===== src/rtl/core/bsc_pkg.sv =====
// shared types, codes and constants of the beacon security classifier
// no dependencies; every other file of the block refers to it by scoped names
`default_nettype none

package bsc_pkg;

  // frame layout
  localparam int MAX_FRAME_BYTES_DEF = 4095;
  localparam int CAP_LO_BASE         = 34;
  localparam int ORDER_EXTRA         = 4;
  localparam int ELEM_OFFSET         = 2;

  // byte queue between front and back
  localparam int Q_DEPTH = 4;
  localparam int Q_AW    = 2;

  // bit masks in header bytes
  localparam logic [7:0] ORDER_MASK   = 8'h80;
  localparam logic [7:0] PRIVACY_MASK = 8'h10;

  // element ids and suite fields
  localparam logic [7:0] ID_RSN       = 8'd48;
  localparam logic [7:0] ID_VENDOR    = 8'd221;
  localparam logic [7:0] RSN_OUI_1    = 8'h0F;
  localparam logic [7:0] RSN_OUI_2    = 8'hAC;
  localparam logic [7:0] WPA_OUI_1    = 8'h50;
  localparam logic [7:0] WPA_OUI_2    = 8'hF2;
  localparam logic [7:0] RSN_COUNT_AT = 8'd6;
  localparam logic [7:0] WPA_COUNT_AT = 8'd10;
  localparam logic [7:0] WPA_HDR_LEN  = 8'd4;

  // akm suite types
  localparam logic [7:0] AKM_8021X        = 8'h01;
  localparam logic [7:0] AKM_PSK          = 8'h02;
  localparam logic [7:0] AKM_8021X_SHA256 = 8'h05;
  localparam logic [7:0] AKM_SAE          = 8'h08;

  // security classes
  typedef logic [3:0] cls_t;
  localparam cls_t CLS_OPEN      = 4'd0;
  localparam cls_t CLS_WEP       = 4'd1;
  localparam cls_t CLS_WPA_PSK   = 4'd2;
  localparam cls_t CLS_WPA_ENT   = 4'd3;
  localparam cls_t CLS_WPA2_PSK  = 4'd4;
  localparam cls_t CLS_WPA2_ENT  = 4'd5;
  localparam cls_t CLS_WPA3_SAE  = 4'd6;
  localparam cls_t CLS_WPA3_ENT  = 4'd7;
  localparam cls_t CLS_PSK_TRANS = 4'd8;
  localparam cls_t CLS_ENT_TRANS = 4'd9;
  localparam cls_t CLS_UNKNOWN   = 4'd10;

  // role of one byte as seen by the front
  typedef enum logic [1:0] {
    KIND_NONE = 2'd0,
    KIND_CAP  = 2'd1,
    KIND_ELEM = 2'd2
  } kind_t;

  // element parser phase
  typedef enum logic [6:0] {
    PH_ID     = 7'b0000001,
    PH_LEN    = 7'b0000010,
    PH_SKIP   = 7'b0000100,
    PH_FIX    = 7'b0001000,
    PH_PAIR   = 7'b0010000,
    PH_AKMCNT = 7'b0100000,
    PH_AKM    = 7'b1000000
  } phase_t;

  typedef struct packed {
    logic [7:0] data;
    logic       last;
    kind_t      kind;
    logic       short_frame;
  } entry_t;

  typedef struct packed {
    logic full;
    logic empty;
  } q_stat_t;

  // wpa vendor element header 00-50-F2-01
  function automatic logic [7:0] wpa_hdr_byte(input logic [1:0] i);
    logic [7:0] v;
    case (i)
      2'd0:    v = 8'h00;
      2'd1:    v = 8'h50;
      2'd2:    v = 8'hF2;
      default: v = 8'h01;
    endcase
    return v;
  endfunction

endpackage

`default_nettype wire


===== src/rtl/core/bsc_front.sv =====
// front of the classifier: takes frame bytes, tracks position and order bit,
// tags each byte with its role; uses bsc_pkg
`default_nettype none

module bsc_front #(
  parameter int MAX_FRAME_BYTES = bsc_pkg::MAX_FRAME_BYTES_DEF
) (
  input  wire logic            clk,
  input  wire logic            rst,
  input  wire logic            in_valid,
  output logic                 in_ready,
  input  wire logic [7:0]      data_byte,
  input  wire logic            last_byte,
  input  wire bsc_pkg::q_stat_t q_stat,
  output logic                 push,
  output bsc_pkg::entry_t      push_entry
);

  localparam int PW = $clog2(MAX_FRAME_BYTES + 1);
  localparam logic [PW-1:0] POS_MAX  = PW'(MAX_FRAME_BYTES);
  localparam logic [PW-1:0] CAP_LO_N = PW'(bsc_pkg::CAP_LO_BASE);
  localparam logic [PW-1:0] CAP_LO_O = PW'(bsc_pkg::CAP_LO_BASE + bsc_pkg::ORDER_EXTRA);
  localparam logic [PW-1:0] ELEM_OFS = PW'(bsc_pkg::ELEM_OFFSET);

  logic [PW-1:0] pos;
  logic          order_seen;
  logic          order_next;
  logic [PW-1:0] cap_lo;

  assign in_ready = !q_stat.full;
  assign push     = in_valid && in_ready;

  assign order_next = order_seen ||
                      ((pos == PW'(1)) && ((data_byte & bsc_pkg::ORDER_MASK) != 8'h00));
  assign cap_lo     = order_next ? CAP_LO_O : CAP_LO_N;

  always_comb begin
    push_entry.data        = data_byte;
    push_entry.last        = last_byte;
    push_entry.short_frame = (pos <= cap_lo);
    if (pos == cap_lo) begin
      push_entry.kind = bsc_pkg::KIND_CAP;
    end else if (pos >= cap_lo + ELEM_OFS) begin
      push_entry.kind = bsc_pkg::KIND_ELEM;
    end else begin
      push_entry.kind = bsc_pkg::KIND_NONE;
    end
  end

  always_ff @(posedge clk) begin
    if (rst) begin
      pos        <= '0;
      order_seen <= 1'b0;
    end else if (push) begin
      if (last_byte) begin
        pos        <= '0;
        order_seen <= 1'b0;
      end else begin
        order_seen <= order_next;
        if (pos < POS_MAX) begin
          pos <= pos + PW'(1);
        end
      end
    end
  end

endmodule

`default_nettype wire


===== src/rtl/core/bsc_queue.sv =====
// short byte queue between front and back of the classifier
// uses bsc_pkg for the entry type and depth
`default_nettype none

module bsc_queue (
  input  wire logic             clk,
  input  wire logic             rst,
  input  wire logic             push,
  input  wire bsc_pkg::entry_t  push_entry,
  input  wire logic             pop,
  output bsc_pkg::entry_t       head,
  output bsc_pkg::q_stat_t      q_stat
);

  localparam int CW = bsc_pkg::Q_AW + 1;

  bsc_pkg::entry_t          slots [bsc_pkg::Q_DEPTH];
  logic [bsc_pkg::Q_AW-1:0] wr_ptr;
  logic [bsc_pkg::Q_AW-1:0] rd_ptr;
  logic [CW-1:0]            count;

  assign q_stat.full  = (count == CW'(bsc_pkg::Q_DEPTH));
  assign q_stat.empty = (count == '0);
  assign head         = slots[rd_ptr];

  always_ff @(posedge clk) begin
    if (push) begin
      slots[wr_ptr] <= push_entry;
    end
  end

  always_ff @(posedge clk) begin
    if (rst) begin
      wr_ptr <= '0;
      rd_ptr <= '0;
      count  <= '0;
    end else begin
      if (push) begin
        wr_ptr <= wr_ptr + bsc_pkg::Q_AW'(1);
      end
      if (pop) begin
        rd_ptr <= rd_ptr + bsc_pkg::Q_AW'(1);
      end
      if (push && !pop) begin
        count <= count + CW'(1);
      end else if (pop && !push) begin
        count <= count - CW'(1);
      end
    end
  end

endmodule

`default_nettype wire


===== src/rtl/core/bsc_back.sv =====
// back of the classifier: walks information elements, checks akm suites,
// registers one result per frame; uses bsc_pkg
`default_nettype none

module bsc_back (
  input  wire logic             clk,
  input  wire logic             rst,
  input  wire bsc_pkg::q_stat_t q_stat,
  input  wire bsc_pkg::entry_t  head,
  output logic                  pop,
  output logic                  out_valid,
  input  wire logic             out_ready,
  output logic [3:0]            security_class,
  output logic                  rsn_found,
  output logic                  wpa_found
);

  logic              privacy, privacy_next;
  logic [7:0]        elem_id, elem_id_next;
  logic [7:0]        remaining, remaining_next;
  logic [7:0]        idx, idx_next;
  bsc_pkg::phase_t   phase, phase_next;
  logic [15:0]       cnt, cnt_next;
  logic [1:0]        sbi, sbi_next;
  logic              oui, oui_next;
  bsc_pkg::cls_t     rsn_cls, rsn_cls_next;
  bsc_pkg::cls_t     wpa_cls, wpa_cls_next;
  logic              rsn_seen, rsn_seen_next;
  logic              wpa_seen, wpa_seen_next;
  bsc_pkg::cls_t     cls_next;

  logic [7:0]        b;
  logic              is_rsn;
  logic [7:0]        base;
  logic [15:0]       cnt_dec;
  logic [15:0]       cnt_hi;
  logic              stop;

  assign pop = !q_stat.empty && (!head.last || !out_valid || out_ready);

  assign b       = head.data;
  assign is_rsn  = (elem_id == bsc_pkg::ID_RSN);
  assign base    = is_rsn ? bsc_pkg::RSN_COUNT_AT : bsc_pkg::WPA_COUNT_AT;
  assign cnt_dec = cnt - 16'd1;
  assign cnt_hi  = cnt | {b, 8'h00};

  always_comb begin
    privacy_next   = privacy;
    elem_id_next   = elem_id;
    remaining_next = remaining;
    idx_next       = idx;
    phase_next     = phase;
    cnt_next       = cnt;
    sbi_next       = sbi;
    oui_next       = oui;
    rsn_cls_next   = rsn_cls;
    wpa_cls_next   = wpa_cls;
    rsn_seen_next  = rsn_seen;
    wpa_seen_next  = wpa_seen;
    stop           = 1'b0;

    if (head.kind == bsc_pkg::KIND_CAP) begin
      privacy_next = ((b & bsc_pkg::PRIVACY_MASK) != 8'h00);
    end else if (head.kind == bsc_pkg::KIND_ELEM) begin
      case (phase)
        bsc_pkg::PH_ID: begin
          elem_id_next = b;
          if (b == bsc_pkg::ID_RSN) begin
            rsn_seen_next = 1'b1;
            rsn_cls_next  = bsc_pkg::CLS_UNKNOWN;
          end
          phase_next = bsc_pkg::PH_LEN;
        end
        bsc_pkg::PH_LEN: begin
          remaining_next = b;
          idx_next       = 8'd0;
          sbi_next       = 2'd0;
          cnt_next       = 16'd0;
          oui_next       = 1'b0;
          if (b == 8'd0) begin
            phase_next = bsc_pkg::PH_ID;
          end else if (is_rsn || elem_id == bsc_pkg::ID_VENDOR) begin
            phase_next = bsc_pkg::PH_FIX;
          end else begin
            phase_next = bsc_pkg::PH_SKIP;
          end
        end
        default: begin
          // element body byte
          case (phase)
            bsc_pkg::PH_FIX: begin
              if (!is_rsn && idx < bsc_pkg::WPA_HDR_LEN) begin
                if (b != bsc_pkg::wpa_hdr_byte(idx[1:0])) begin
                  phase_next = bsc_pkg::PH_SKIP;
                end else if (idx == 8'd3) begin
                  wpa_seen_next = 1'b1;
                  wpa_cls_next  = bsc_pkg::CLS_UNKNOWN;
                end
              end else if (idx == base) begin
                cnt_next = {8'h00, b};
              end else if (idx == base + 8'd1) begin
                cnt_next   = cnt_hi;
                sbi_next   = 2'd0;
                phase_next = (cnt_hi != 16'd0) ? bsc_pkg::PH_PAIR : bsc_pkg::PH_AKMCNT;
              end
            end
            bsc_pkg::PH_PAIR: begin
              if (sbi == 2'd3) begin
                sbi_next = 2'd0;
                cnt_next = cnt_dec;
                if (cnt_dec == 16'd0) begin
                  phase_next = bsc_pkg::PH_AKMCNT;
                end
              end else begin
                sbi_next = sbi + 2'd1;
              end
            end
            bsc_pkg::PH_AKMCNT: begin
              if (sbi == 2'd0) begin
                cnt_next = {8'h00, b};
                sbi_next = 2'd1;
              end else begin
                cnt_next   = cnt_hi;
                sbi_next   = 2'd0;
                phase_next = (cnt_hi != 16'd0) ? bsc_pkg::PH_AKM : bsc_pkg::PH_SKIP;
              end
            end
            bsc_pkg::PH_AKM: begin
              case (sbi)
                2'd0: begin
                  oui_next = (b == 8'h00);
                  sbi_next = 2'd1;
                end
                2'd1: begin
                  oui_next = oui && (b == (is_rsn ? bsc_pkg::RSN_OUI_1 : bsc_pkg::WPA_OUI_1));
                  sbi_next = 2'd2;
                end
                2'd2: begin
                  oui_next = oui && (b == (is_rsn ? bsc_pkg::RSN_OUI_2 : bsc_pkg::WPA_OUI_2));
                  sbi_next = 2'd3;
                end
                default: begin
                  // suite type byte
                  if (oui && is_rsn) begin
                    case (b)
                      bsc_pkg::AKM_8021X: begin
                        if (rsn_cls == bsc_pkg::CLS_WPA3_ENT) begin
                          rsn_cls_next = bsc_pkg::CLS_ENT_TRANS;
                          stop         = 1'b1;
                        end else begin
                          rsn_cls_next = bsc_pkg::CLS_WPA2_ENT;
                        end
                      end
                      bsc_pkg::AKM_PSK: begin
                        if (rsn_cls == bsc_pkg::CLS_WPA3_SAE) begin
                          rsn_cls_next = bsc_pkg::CLS_PSK_TRANS;
                          stop         = 1'b1;
                        end else begin
                          rsn_cls_next = bsc_pkg::CLS_WPA2_PSK;
                        end
                      end
                      bsc_pkg::AKM_8021X_SHA256: begin
                        if (rsn_cls == bsc_pkg::CLS_WPA2_ENT) begin
                          rsn_cls_next = bsc_pkg::CLS_ENT_TRANS;
                          stop         = 1'b1;
                        end else begin
                          rsn_cls_next = bsc_pkg::CLS_WPA3_ENT;
                        end
                      end
                      bsc_pkg::AKM_SAE: begin
                        if (rsn_cls == bsc_pkg::CLS_WPA2_PSK) begin
                          rsn_cls_next = bsc_pkg::CLS_PSK_TRANS;
                          stop         = 1'b1;
                        end else begin
                          rsn_cls_next = bsc_pkg::CLS_WPA3_SAE;
                        end
                      end
                      default: begin
                      end
                    endcase
                  end else if (oui) begin
                    if (b == bsc_pkg::AKM_8021X) begin
                      wpa_cls_next = bsc_pkg::CLS_WPA_ENT;
                      stop         = 1'b1;
                    end else if (b == bsc_pkg::AKM_PSK) begin
                      wpa_cls_next = bsc_pkg::CLS_WPA_PSK;
                      stop         = 1'b1;
                    end
                  end
                  sbi_next = 2'd0;
                  cnt_next = cnt_dec;
                  if (stop || cnt_dec == 16'd0) begin
                    phase_next = bsc_pkg::PH_SKIP;
                  end
                end
              endcase
            end
            default: begin
            end
          endcase
          idx_next       = idx + 8'd1;
          remaining_next = remaining - 8'd1;
          if (remaining == 8'd1) begin
            phase_next = bsc_pkg::PH_ID;
          end
        end
      endcase
    end

    // class at end of frame, from the state this byte leaves
    if (head.short_frame) begin
      cls_next = bsc_pkg::CLS_UNKNOWN;
    end else if (!privacy_next) begin
      cls_next = bsc_pkg::CLS_OPEN;
    end else if (phase_next != bsc_pkg::PH_ID) begin
      cls_next = bsc_pkg::CLS_UNKNOWN;
    end else if (!rsn_seen_next && !wpa_seen_next) begin
      cls_next = bsc_pkg::CLS_WEP;
    end else if (wpa_seen_next) begin
      cls_next = wpa_cls_next;
    end else begin
      cls_next = rsn_cls_next;
    end
  end

  always_ff @(posedge clk) begin
    if (rst || (pop && head.last)) begin
      privacy   <= 1'b0;
      elem_id   <= 8'd0;
      remaining <= 8'd0;
      idx       <= 8'd0;
      phase     <= bsc_pkg::PH_ID;
      cnt       <= 16'd0;
      sbi       <= 2'd0;
      oui       <= 1'b0;
      rsn_cls   <= bsc_pkg::CLS_UNKNOWN;
      wpa_cls   <= bsc_pkg::CLS_UNKNOWN;
      rsn_seen  <= 1'b0;
      wpa_seen  <= 1'b0;
    end else if (pop) begin
      privacy   <= privacy_next;
      elem_id   <= elem_id_next;
      remaining <= remaining_next;
      idx       <= idx_next;
      phase     <= phase_next;
      cnt       <= cnt_next;
      sbi       <= sbi_next;
      oui       <= oui_next;
      rsn_cls   <= rsn_cls_next;
      wpa_cls   <= wpa_cls_next;
      rsn_seen  <= rsn_seen_next;
      wpa_seen  <= wpa_seen_next;
    end
  end

  // result register
  always_ff @(posedge clk) begin
    if (rst) begin
      out_valid <= 1'b0;
    end else if (pop && head.last) begin
      out_valid <= 1'b1;
    end else if (out_ready) begin
      out_valid <= 1'b0;
    end
  end

  always_ff @(posedge clk) begin
    if (pop && head.last) begin
      security_class <= cls_next;
      rsn_found      <= rsn_seen_next;
      wpa_found      <= wpa_seen_next;
    end
  end

endmodule

`default_nettype wire


===== src/rtl/core/beacon_security_classifier_unit.sv =====
// the last byte passes through the byte queue and is popped by the back, which registers the result
// throughput: one frame byte per cycle while the queue is not full; a stalled result holds only the next last byte
// a four-entry byte queue lets the front keep taking bytes while the back waits
// reset: synchronous active-high rst clears position, parser state, queue and result valid
// no clearing pass; the block is ready for bytes once reset is released
`default_nettype none

module beacon_security_classifier_unit #(
  parameter int MAX_FRAME_BYTES = bsc_pkg::MAX_FRAME_BYTES_DEF
) (
  input  wire logic       clk,
  input  wire logic       rst,
  // byte channel
  input  wire logic       in_valid,
  output logic            in_ready,
  input  wire logic [7:0] data_byte,
  input  wire logic       last_byte,
  // result channel
  output logic            out_valid,
  input  wire logic       out_ready,
  output logic [3:0]      security_class,
  output logic            rsn_found,
  output logic            wpa_found
);

  // front to queue
  logic             push;
  bsc_pkg::entry_t  push_entry;
  // queue to back
  logic             pop;
  bsc_pkg::entry_t  head;
  bsc_pkg::q_stat_t q_stat;

  // front: byte position, order bit, role of each byte (capability, element, skipped)
  bsc_front #(
    .MAX_FRAME_BYTES(MAX_FRAME_BYTES)
  ) u_front (
    .clk        (clk),
    .rst        (rst),
    .in_valid   (in_valid),
    .in_ready   (in_ready),
    .data_byte  (data_byte),
    .last_byte  (last_byte),
    .q_stat     (q_stat),
    .push       (push),
    .push_entry (push_entry)
  );

  // queue: decouples the byte transfer from the element walker
  bsc_queue u_queue (
    .clk        (clk),
    .rst        (rst),
    .push       (push),
    .push_entry (push_entry),
    .pop        (pop),
    .head       (head),
    .q_stat     (q_stat)
  );

  // back: element walker, akm checks, result register
  bsc_back u_back (
    .clk            (clk),
    .rst            (rst),
    .q_stat         (q_stat),
    .head           (head),
    .pop            (pop),
    .out_valid      (out_valid),
    .out_ready      (out_ready),
    .security_class (security_class),
    .rsn_found      (rsn_found),
    .wpa_found      (wpa_found)
  );

`ifndef SYNTHESIS
  // queue cannot be full and empty at once
  a_queue_status: assert property (@(posedge clk) disable iff (rst)
    !(q_stat.full && q_stat.empty))
    else $error("queue reports full and empty");

  // front stalls only on a full queue
  a_ready_full: assert property (@(posedge clk) disable iff (rst)
    in_ready == !q_stat.full)
    else $error("in_ready disagrees with queue fill");

  // class stays in range
  a_class_range: assert property (@(posedge clk) disable iff (rst)
    out_valid |-> (security_class <= bsc_pkg::CLS_UNKNOWN))
    else $error("security class out of range");

  // without any rsn or wpa element only open, wep or unknown can result
  a_no_elem_class: assert property (@(posedge clk) disable iff (rst)
    (out_valid && !rsn_found && !wpa_found) |->
      (security_class == bsc_pkg::CLS_OPEN || security_class == bsc_pkg::CLS_WEP ||
       security_class == bsc_pkg::CLS_UNKNOWN))
    else $error("protected class without security element");
`endif

endmodule

`default_nettype wire

===== config.mk =====
export PLATFORM = sky130hd
export DESIGN_NAME = beacon_security_classifier_unit
export DESIGN_NICKNAME = d
export VERILOG_FILES = /design/src/rtl/core/bsc_pkg.sv /design/src/rtl/core/bsc_front.sv /design/src/rtl/core/bsc_queue.sv /design/src/rtl/core/bsc_back.sv /design/src/rtl/core/beacon_security_classifier_unit.sv
export SDC_FILE = /design/constraint.sdc
export NUM_CORES = 1
export LEC_CHECK = 0
export BUFFER_PORTS_ARGS = -buffer_cell sky130_fd_sc_hd__buf_2
export CAP_MARGIN = 10
export CORE_AREA = 4 4 125 127
export CTS_BUF_LIST = sky130_fd_sc_hd__clkbuf_4
export DETAILED_ROUTE_END_ITERATION = 10
export DIE_AREA = 0 0 129 131
export GPL_TIMING_DRIVEN = 0
export PLACE_DENSITY = 0.83
export SLEW_MARGIN = 20
export SYNTH_ARGS = -nofsm -noshare
export SYNTH_HDL_FRONTEND = slang
export SYNTH_SLANG_ARGS = --single-unit

===== constraint.sdc =====
create_clock -name clk -period 4.7 [get_ports clk]
set_input_delay 0.705 -clock clk [delete_from_list [all_inputs] [get_ports clk]]
set_output_delay 0.705 -clock clk [all_outputs]
set_load 0.005 [all_outputs]

==> metrics <==
DR pass1 iterations 6; pwr/cell area 473 nW/µm²; first-pass GRT wire length 32.2 mm; worst-path cell chain clkbuf_1 > buf_2 > mux4_2 > nor4_1 > and2_1 > nand3_1 > a32oi_1 > o2111a_1 > nand3_1 > a2111oi_0; Initial Util 0.544; GRT Util Overall 0.243; root buffer cell clkbuf_4; crit path time final between 3000 and 4000 ps; PostCTS Resize Cnt 0; Reg clk slew, reported paths 130 ps; Slew Viols, Final 0; ratio of cells with drive above 1 in the final layout 0.107; hold slack about 330 ps; post-CTS setup buffers 0; Setup CP Type reg2reg; # DRC 0; clock buffer depth 2; antenna viol nets, final 0; Syn Inst Count between 800 and 900; # clock sinks 138; post-DR vias/cell 6.28; Layout Cells excl Fill 1100; CP Launch Type register; row cnt 44; Slew @ Worst Pin ~840 ps; Setup violations, final 0; clk_lat worst skew 580 ps; Final Cycle Share 0.823; most frequent cell after synthesis nor2_1; RSZ-0062 raised after global routing false; Detail Placement HPWL between 10 and 15 mm; asr flop ratio synth 0; Initial DRC Count 577; Clock Skew roughly 23 ps; # diodes 0; Hold Crit Start data_byte[3]; top-level port count 21; Area Overhead vs Synth 7.48%; CP top delay family simple AND/OR/NAND/NOR gates; Post-Syn Area 7840 µm²; post-cts hold buffer count 0; Setup crit end kind register; top cells by count, synth 107 x nor2_1, 84 x dfxtp_1, 73 x nand2_1; gr ovfl total 0; CP Data Required Time 5010 ps; syn avg cell area 9.07 µm²; yosys warns 0; Hold Crit Endpoint u_queue.slots[0][7]$_DFFE_PP_; Setup WS post-layout about 830 ps; worst-path maximum fanout 10; Yosys cell types roughly 80; vias in the first global route 6469; Wirelength per Cell 17.9 µm; Syn Nets ~900; Routed WL 19.7 mm; post-place setup slack approximately 900 ps; worst hold path depth 1; Max Freq approximately 260 MHz; number of synthesized flops with an enable pin 54; leading register cell type out of synthesis dfxtp_1; Core Area around 14000 µm²; H-tree depth 4; Slew headroom 0.436; dpl cells 1068; port bufs 20; Slowest cell on crit path nor4_1; die footprint approximately 17000 µm²; Synth Register Bits 138; Vias slightly below 7000; Synth top area share 0.214; area leader, netlist dfxtp_1; TritonCTS buffer count 17; largest net degree at the start of global routing 17; RePlAce Congestion about 0.97; HP Class in2reg; CP dominant cell by count nand3_1; R2R cell count 10; post-synthesis sequential area ratio 0.421; worst path buffer plus inverter count 2; CTS tree done; max cap viols 0; Hold Vio Cnt, Final 0; initial antenna violation count 0; Die W roughly 130 µm; Die Y-Extent 131 µm; RR Endpoint u_back.security_class[0]$_SDFFCE_PP0P_; leading post-synthesis cells by cell area dfxtp_1 21%, edfxtp_1 21%, nor2_1 5.1%; maximum vdd drop 0.370 mV; status completed; Final TNS setup 0 ps; largest stage delay on the critical path ~600 ps; Final nets 940; Leak between 2 and 3 nW; setup slack, reg-to-reg between 800 and 900 ps; crit path DAT roughly 4200 ps
[placed cells by master (no fill, tap or decap), drive strengths merged, types with 19 or more instances in the layout]
master and instances:
nand3 35, edfxtp 54, inv 28, buf 31, a21oi 53, nor2 107, dfxtp 84, o21ai 51
nand2 73, xor2 19, clkbuf 58, ha 23, nor3 29
[per-stage QoR]
stage	instance area [µm²]	total power, mW	utilization
after floorplan	7840	2.76	-
after global placement	8170	3.19	0.566
after detailed placement	8170	3.24	0.566
after CTS	8430	3.95	0.584
after global routing	8430	4.23	0.584
final	8430	3.99	0.584
[flip-flops by register name, summed over array words and instances, names as in the netlist, 2 cells and up, named ones only]
signal,flops
u_back.wpa_cls,4
u_back.idx,8
u_queue.slots,48
u_back.rsn_cls,4
u_back.security_class,4
u_back.sbi,2
u_back.remaining,8
u_back.elem_id,8
u_queue.rd_ptr,2
u_queue.wr_ptr,2
u_queue.count,3
u_back.phase,7
u_front.pos,12
u_back.cnt,16
[layer usage]
| layer | part of all wire | track usage | vias to the layer above | routed length (µm) |
|---|---|---|---|---|
| li1 | - | - | 3293 | - |
| met1 | 0.41 | 0.297 | 3253 | 8070 |
| met2 | 0.49 | 0.415 | 296 | 9530 |
| met3 | 0.069 | 0.0561 | 66 | 1360 |
| met4 | 0.035 | 0.0994 | 0 | 690 |
| met5 | 0 | 0 | - | 0 |
[final cells by class]
cell class / count / area, µm²
fill: 1259 / 6000
multi-input combinational: 652 / 4240
sequential: 138 / 3300
tap: 184 / 230
buffer: 51 / 209
clock buffer: 18 / 135
clock inverter: 14 / 121
timing repair buffer: 20 / 100
inverter: 23 / 86.3
[how the worst max path moves through the flow]
stage / cells past startpoint / slack [ps] / end / start
6_report: 10 / 830 / u_back.security_class[0]$_SDFFCE_PP0P_ / register
5_1_grt: 10 / 530 / u_back.security_class[2]$_SDFFCE_PP0P_ / register
4_1_cts: 10 / 850 / u_back.security_class[0]$_SDFFCE_PP0P_ / register
3_5_place_dp: 10 / 900 / u_back.security_class[0]$_SDFFCE_PP0P_ / register
3_3_place_gp: 10 / 930 / u_back.security_class[0]$_SDFFCE_PP0P_ / register
2_1_floorplan: 11 / 1690 / u_back.security_class[0]$_SDFFCE_PP0P_ / u_back.cnt[0]$_SDFFE_PP0P_
[worst reg2reg max path, cell delays in order, from the launching register on]
cell and delay [ps]:
dfxtp_1 320, clkbuf_1 320, buf_2 350, mux4_2 430, nor4_1 600, and2_1 280
nand3_1 140, a32oi_1 340, o2111a_1 240, nand3_1 100, a2111oi_0 510
[kinds of logic after synthesis]
logic type               after synthesis  synth area share
multiplexers                          27            0.0541
adder cells (fa/ha/maj)               24            0.0393
flip-flops                           138             0.421
AO/OA/AOI/OAI                        198             0.166
AND/OR/NAND/NOR                      370             0.245
XOR/XNOR                              33            0.0369
buffers and inverters                 74            0.0377
[power by group]
group / total, mW / leakage, nW / switching (mW) / internal (mW)
Combinational: 1.76 / 1.61 / 1.15 / 0.610
Sequential: 1.50 / 1.18 / 0.0892 / 1.41
Clock: 0.732 / 0.145 / 0.462 / 0.270
Total: 3.99 / 2.93 / 1.70 / 2.29
No activity file was read; power rests on OpenSTA's default activity.
